**src/sv/utsc_pkg.sv**
```systemverilog
// ----------------------------------------------------------------------------
// utsc_pkg
// Shared constants and types for the triple singleton counter.
// ----------------------------------------------------------------------------
package utsc_pkg;

    localparam int TABLE_ENTRIES = 1024;
    localparam int VALUE_BITS    = 16;
    localparam int KEY_W         = 3 * VALUE_BITS;
    localparam int ADDR_W        = $clog2(TABLE_ENTRIES);
    localparam int FILL_W        = $clog2(TABLE_ENTRIES + 1);
    localparam int OUT_W         = 11;

    localparam logic [1:0] CNT_ONCE  = 2'd1;
    localparam logic [1:0] CNT_TWICE = 2'd2;

    typedef struct packed {
        logic [KEY_W-1:0] key;
        logic             start;
    } utsc_item_t;

endpackage

```
**src/sv/utsc_front.sv**
```systemverilog
// ----------------------------------------------------------------------------
// utsc_front
// Accepts input beats, sorts each triple into a canonical key and queues it.
// ----------------------------------------------------------------------------
module utsc_front
    import utsc_pkg::*;
(
    input  logic             clk,
    input  logic             rst_n,
    input  logic             in_valid,
    output logic             in_ready,
    input  logic [15:0]      in_a,
    input  logic [15:0]      in_b,
    input  logic [15:0]      in_c,
    input  logic             in_start,
    output logic             q_valid,
    input  logic             q_ready,
    output utsc_item_t       q_item
);

    logic [VALUE_BITS-1:0] a0, b0, c0, a1, b1, c1, a2, b2;
    utsc_item_t            new_item;

    utsc_item_t slot_reg [2];
    logic [1:0] fill_reg, fill_next;
    logic       rd_ptr_reg, rd_ptr_next;
    logic       push, pop;

    // three compare-exchange steps: descending order
    always_comb
    begin
        a0 = in_a[VALUE_BITS-1:0];
        b0 = in_b[VALUE_BITS-1:0];
        c0 = in_c[VALUE_BITS-1:0];
        a1 = (a0 < b0) ? b0 : a0;
        b1 = (a0 < b0) ? a0 : b0;
        b2 = (b1 < c0) ? c0 : b1;
        c1 = (b1 < c0) ? b1 : c0;
        a2 = (a1 < b2) ? b2 : a1;
        b1 = (a1 < b2) ? a1 : b2;
        new_item.key   = {a2, b1, c1};
        new_item.start = in_start;
    end

    assign in_ready = (fill_reg != 2'd2);
    assign q_valid  = (fill_reg != 2'd0);
    assign q_item   = slot_reg[rd_ptr_reg];
    assign push     = in_valid && in_ready;
    assign pop      = q_valid && q_ready;

    always_comb
    begin
        fill_next   = fill_reg;
        rd_ptr_next = rd_ptr_reg;
        if (push && !pop)
        begin
            fill_next = fill_reg + 2'd1;
        end
        else if (pop && !push)
        begin
            fill_next = fill_reg - 2'd1;
        end
        if (pop)
        begin
            rd_ptr_next = !rd_ptr_reg;
        end
    end

    always_ff @(posedge clk or negedge rst_n)
    begin
        if (!rst_n)
        begin
            fill_reg   <= 2'd0;
            rd_ptr_reg <= 1'b0;
        end
        else
        begin
            fill_reg   <= fill_next;
            rd_ptr_reg <= rd_ptr_next;
        end
    end

    // write slot: rd_ptr + fill, modulo two
    always_ff @(posedge clk)
    begin
        if (push)
        begin
            slot_reg[rd_ptr_reg ^ fill_reg[0]] <= new_item;
        end
    end

endmodule

```
**config.mk**
```make
export PLATFORM = sky130hd
export DESIGN_NAME = utsc_front
export DESIGN_NICKNAME = d
export VERILOG_FILES = /design/src/sv/utsc_pkg.sv /design/src/sv/utsc_front.sv
export SDC_FILE = /design/constraint.sdc
export NUM_CORES = 1
export LEC_CHECK = 0
export BUFFER_PORTS_ARGS = -buffer_cell sky130_fd_sc_hd__buf_2
export CAP_MARGIN = 20
export CORE_AREA = 2 2 124 126
export DETAILED_ROUTE_END_ITERATION = 10
export DIE_AREA = 0 0 126 128
export GPL_TIMING_DRIVEN = 0
export PLACE_DENSITY = 0.62
export SLEW_MARGIN = 20
export SYNTH_ARGS = -nofsm -noshare
export SYNTH_HDL_FRONTEND = slang
export SYNTH_SLANG_ARGS = --single-unit
```
**constraint.sdc**
```tcl
create_clock -name clk -period 3.5 [get_ports clk]
set_clock_uncertainty 0.1 [all_clocks]
set_input_delay 0.525 -clock clk [delete_from_list [all_inputs] [get_ports clk]]
set_output_delay 0.525 -clock clk [all_outputs]
set_load 0.05 [all_outputs]
```
**Word-level counts from Yosys, hierarchy flattened**

Memory sizes are Yosys's and may differ from the RTL's.
Cells that the tools add are included.

- Register bits after elaboration: 3
- Output and inout port bits: 51
- Bits in writable memories: 98
- Memories kept: 1
- Word-level logic and storage cells: 29
- Bits of input ports: 53

- Reductions and logical operators: 9
- $lt $le $gt $ge: 3
- $add $sub $neg: 2
- Muxes and demuxes: 10
- Bitwise operators: 1
- Equality and inequality tests: 1

Memory list:

| name | depth | width | read ports | clocked after memory_dff | wr ports | line | RTL |
|---|---|---|---|---|---|---|---|
| slot_reg | 2 | 49 | 1 | 0 | 1 | utsc_front.sv:24 | `utsc_item_t slot_reg [2];` |

Operators with widths:

| kind | count |
|---|---|
| $mux 16 | 6 |
| $lt 16x16->1 | 3 |
| $logic_and 1x1->1 | 4 |
| $mux 2 | 2 |
| $reduce_bool 2->1 | 2 |
| $logic_not 1->1 | 3 |
| $add 2x1->2 const B | 1 |
| $mux 1 | 2 |
| $ne 2x2->1 const B | 1 |
| $sub 2x1->2 const B | 1 |
| $xor 1x1->1 | 1 |

**Logic depth before layout (Yosys ltp)**

- Word-level depth: 6
- Gate-level depth with buffers: 29
- Gate-level depth less buffers: 24

**Least setup slack after synthesis**

OpenSTA, ideal clock, no wires.

- Kind: input to register
- Start: input port in_b[14]
- End: memory slot_reg[0][17] in the netlist's numbering (data pin)
- Buffers on the path: 4
- Data arrival time: 5762 ps
- Required time: 3135 ps
- Setup time: 265 ps
- Slack: -2628 ps
- Cell stages on the path: 27
- Cell sequence: inv_1 > ha_1 > nand4_1 > nor3_1 > a311oi_4 > nand2_4 > buf_2 > mux2_2 > ha_1 > a41oi_1 > o21ai_0 > a221oi_1 > nand2_1 > inv_1 > a31oi_2 > buf_4 > mux2i_1 > ha_1 > a21oi_1 > a21oi_1 > or3_1 > a21oi_1 > o21ai_0 > a31o_2 > buf_2 > buf_6 > a221o_1

- Longest elaborated chain between the ends: 6
- Elaborated cells on any way between the ends: 7
- Classes of those cells: 3 x order compare; 4 x mux

Ends and longest elaborated chain:

| what | line | RTL |
|---|---|---|
| from (decl) | utsc_front.sv:13 | `input logic [15:0] in_b,` |
| $lt 16x16->1 | utsc_front.sv:35, utsc_front.sv:36 |  |
| $mux 16 | utsc_front.sv:36 | `b1 = (a0 < b0) ? a0 : b0;` |
| $lt 16x16->1 | utsc_front.sv:37 | `b2 = (b1 < c0) ? c0 : b1;` |
| $mux 16 | utsc_front.sv:37 |  |
| $lt 16x16->1 | utsc_front.sv:40 | `b1 = (a1 < b2) ? a1 : b2;` |
| $mux 16 (*) | utsc_front.sv:40 |  |
| named net b1[0] | utsc_front.sv:21 | `logic [VALUE_BITS-1:0] a0, b0, c0, a1, b1, c1, a2, b2;` |
| to (decl) | utsc_front.sv:24 |  |

Mark *: on every way through the listed nets, which the timed path passes. The rest lies on a longest branch.

**Worst setup path after layout**

- Start: input port in_b[1]
- End: memory slot_reg[0][17] in the netlist's numbering (data pin)

The elaborated chain is that of the path after synthesis.

==> impl_metrics.tcl <==
set metrics [dict create \
    largest_register_ffs 98 \
    hold_depth 1 \
    io_pins 104 \
    synth_ff_type "edfxtp_1" \
    drt_wl_total_um 16570 \
    fin_crit_sh 1.661 \
    hold_end "slot_reg[1][0]" \
    ys_warn_count 0 \
    first_iter_violations 276 \
    setup_viol 96 \
    power_mw 7.092 \
    synth_area_um2 5983 \
    synth_top_area_frac 0.4918 \
    cts_tree "yes" \
    final_layout_size_suffix_gt1_frac 0.5650 \
    fin_ws_ps -2315 \
    p_per_area_nw_per_um2 831.4 \
    fmax_mhz 172.0 \
    finalHoldViolCount 0 \
    area_delta_synth_final_pct 42.58 \
    grt_max_degree 50 \
    slowest_stage "a2111o_1" \
    path_buf_inv 6 \
    wire_per_inst_um 19.33 \
    yosysMostFrequentCell "edfxtp_1" \
    antenna_cells 0 \
    ys_seq_area_frac 0.5044 \
    final-instance-count-excl-fill 857 \
    worst_setup_path_end_kind "flip-flop" \
    grt_overflow 0 \
    cts_made_buffers 9 \
    clk_latency_ps 360 \
    r2r_start "rd_ptr_reg" \
    synth.top_cells.by_count "98 x edfxtp_1, 64 x mux2_2, 50 x inv_1" \
    ir_worst_vdd_uv 541.4 \
    syn_avg_cell_area_um2 12.14 \
    period_minus_slack_ps 5815 \
    drv_cap 0 \
    hold_slack_ps 259.3 \
    dp_cells 786 \
    ys_ff_latch 101 \
    synthTopCellsByArea "edfxtp_1 49%, mux2_2 12%, ha_1 9.6%, mux2i_1 7.9%, a21oi_1 3.3%" \
    die_w_um 126 \
    r2r_end "slot_reg[1][10]" \
    die_height_um 128 \
    cts-root-buf "clkbuf_16" \
    seq_area_um2 3018 \
    drcViolationCount 0 \
    hold_start "in_start" \
    path_delay_family "compound AO/OA/AOI/OAI gates" \
    slew_headroom 0.5268 \
    core_area_um2 14860 \
    num_vias 4559 \
    viasPerCell 5.320 \
    antenna_found_initial 0 \
    grt_pass1_vias 4692 \
    max_stage_delay_ps 420 \
    rows 45 \
    async_flop_share 0.02970 \
    clk_path_buf_depth 2 \
    clock_sinks 101 \
    final_max_slew_viol_count 0 \
    worst-r2r-cell-count 5 \
    worst_pin_slew_ps 709.8 \
    hold_path_class "input port to flip-flop" \
    leakage_nw 3.419 \
    status "finished, violations left" \
    multi_input_area_um2 3500 \
    synth_area_leader_cell "edfxtp_1" \
    fin_nets 763 \
    syn_nets 592 \
    cp_common_cell "ha_4" \
    gp_congestion 0.9027 \
    dieArea_um2 16130 \
    fill_cells 1220 \
    synth_edf_count 98 \
    crit_required_ps 3500 \
    rsz0062_at_grt "true" \
    htree_levels 3 \
    violations "setup timing" \
    initial_core_util 0.4025 \
    crit_fanout 7 \
    grt_pass1_wl_um 24450 \
    gr-usage-all-layers 0.1992 \
    placement.io_buffers 103 \
    yosysUniqueCellTypes 47 \
    drt_pass1_iterations 4 \
    critical_path_class "input port to flip-flop" \
    ant_nets 0 \
    synth_cells 493 \
    r2r_slack_ps 1370 \
    worstPathArrival_ps 5810 \
    post-route-util 0.5739 \
    startpoint_type "input port" \
    path_clk_slew_ps 70 \
    pre_cts_ws_ps -3122 \
    dpl.hpwl_um 11270 \
]
where the power goes:
group,switching [mW],internal [mW],total (mW)
clock network,0.463,0.490,0.952
registers,0.102,1.97,2.08
logic,2.67,1.40,4.06
cell families (layout without fill, tap and decap cells):
kind of cell,Yosys count,after routing,share of synthesized area
mux,111,111,0.1991
flops,101,101,0.5044
simple gates,86,86,0.06567
compound gates,74,74,0.07696
buf+inv,70,246,0.05040
fa+ha+maj,46,46,0.09619
xor+xnor,5,5,0.007320
worst register-to-register path: stages, from the launching register on:
cell      delay [ps]
dfrtp_1          320
clkbuf_1         260
xnor2_1          180
nor2_4           550
buf_16           240
buf_16           170
through the flow:
step	setup TNS, ps	instance area [um^2]
after detailed placement	-226290	6985
final	-164010	8531
after global placement	-218250	6920
after CTS	-144300	8157
after global routing	-176980	8531
after floorplan	-153960	6170
routing by layer:
layer / share of wire / wire length [um] / up-vias / GRT usage
met4: 0.023 / 378 / 0 / 0.06658
met5: 0 / 0 / - / 0
li1: - / - / 2160 / -
met1: 0.42 / 7006 / 2209 / 0.2485
met3: 0.063 / 1042 / 32 / 0.05384
met2: 0.49 / 8142 / 158 / 0.3368
cell usage in the layout, fill, tap and decap left out, drive strengths merged, types with 2 or more instances in the layout:
cell type,instances
o21ai,15
nor3,4
a211oi,2
xor2,2
nor2,39
buf,171
inv,52
edfxtp,98
and4,2
or2,2
mux2i,47
clkinvlp,3
mux2,64
a21oi,40
ha,46
nand2,19
xnor2,3
nand2b,2
clkinv,2
clkbuf,17
nand4,7
dfrtp,3
nand3,7
area by class of cell:
| cell class | instances | share of cell area |
|---|---|---|
| multi-input cells | 322 | 0.4102 |
| flip-flops and latches | 101 | 0.3538 |
| repair buffers | 162 | 0.1311 |
| well taps | 188 | 0.02757 |
| clock buffers | 9 | 0.02640 |
| inverters | 50 | 0.02288 |
| plain buffers | 18 | 0.02156 |
| clock inverters | 7 | 0.006454 |
worst max-delay path by stage:
stage / from / endpoint / slack (ps) / depth (start not counted)
3_3_place_gp: in_b[7] / slot_reg[0][26] / -3010 / 29
4_1_cts: in_b[1] / slot_reg[0][17] / -2110 / 26
3_5_place_dp: in_b[7] / slot_reg[0][18] / -3120 / 28
2_1_floorplan: in_a[1] / slot_reg[0][17] / -2280 / 25
5_1_grt: in_b[1] / slot_reg[1][17] / -2470 / 26
6_report: in_b[1] / slot_reg[0][17] / -2310 / 26
what timing repair did:
action | in CTS | in global routing
buffers inserted | 41 | 13
endpoints found under the hold margin | 3 | 0
hold buffers | 1 | 0
setup endpoints to repair | 96 | 96
pin swaps | 25 | 18
gates resized for setup | 110 | 61
cloned | 1 | 2
Note: power is estimated with default switching activity, not from simulation.
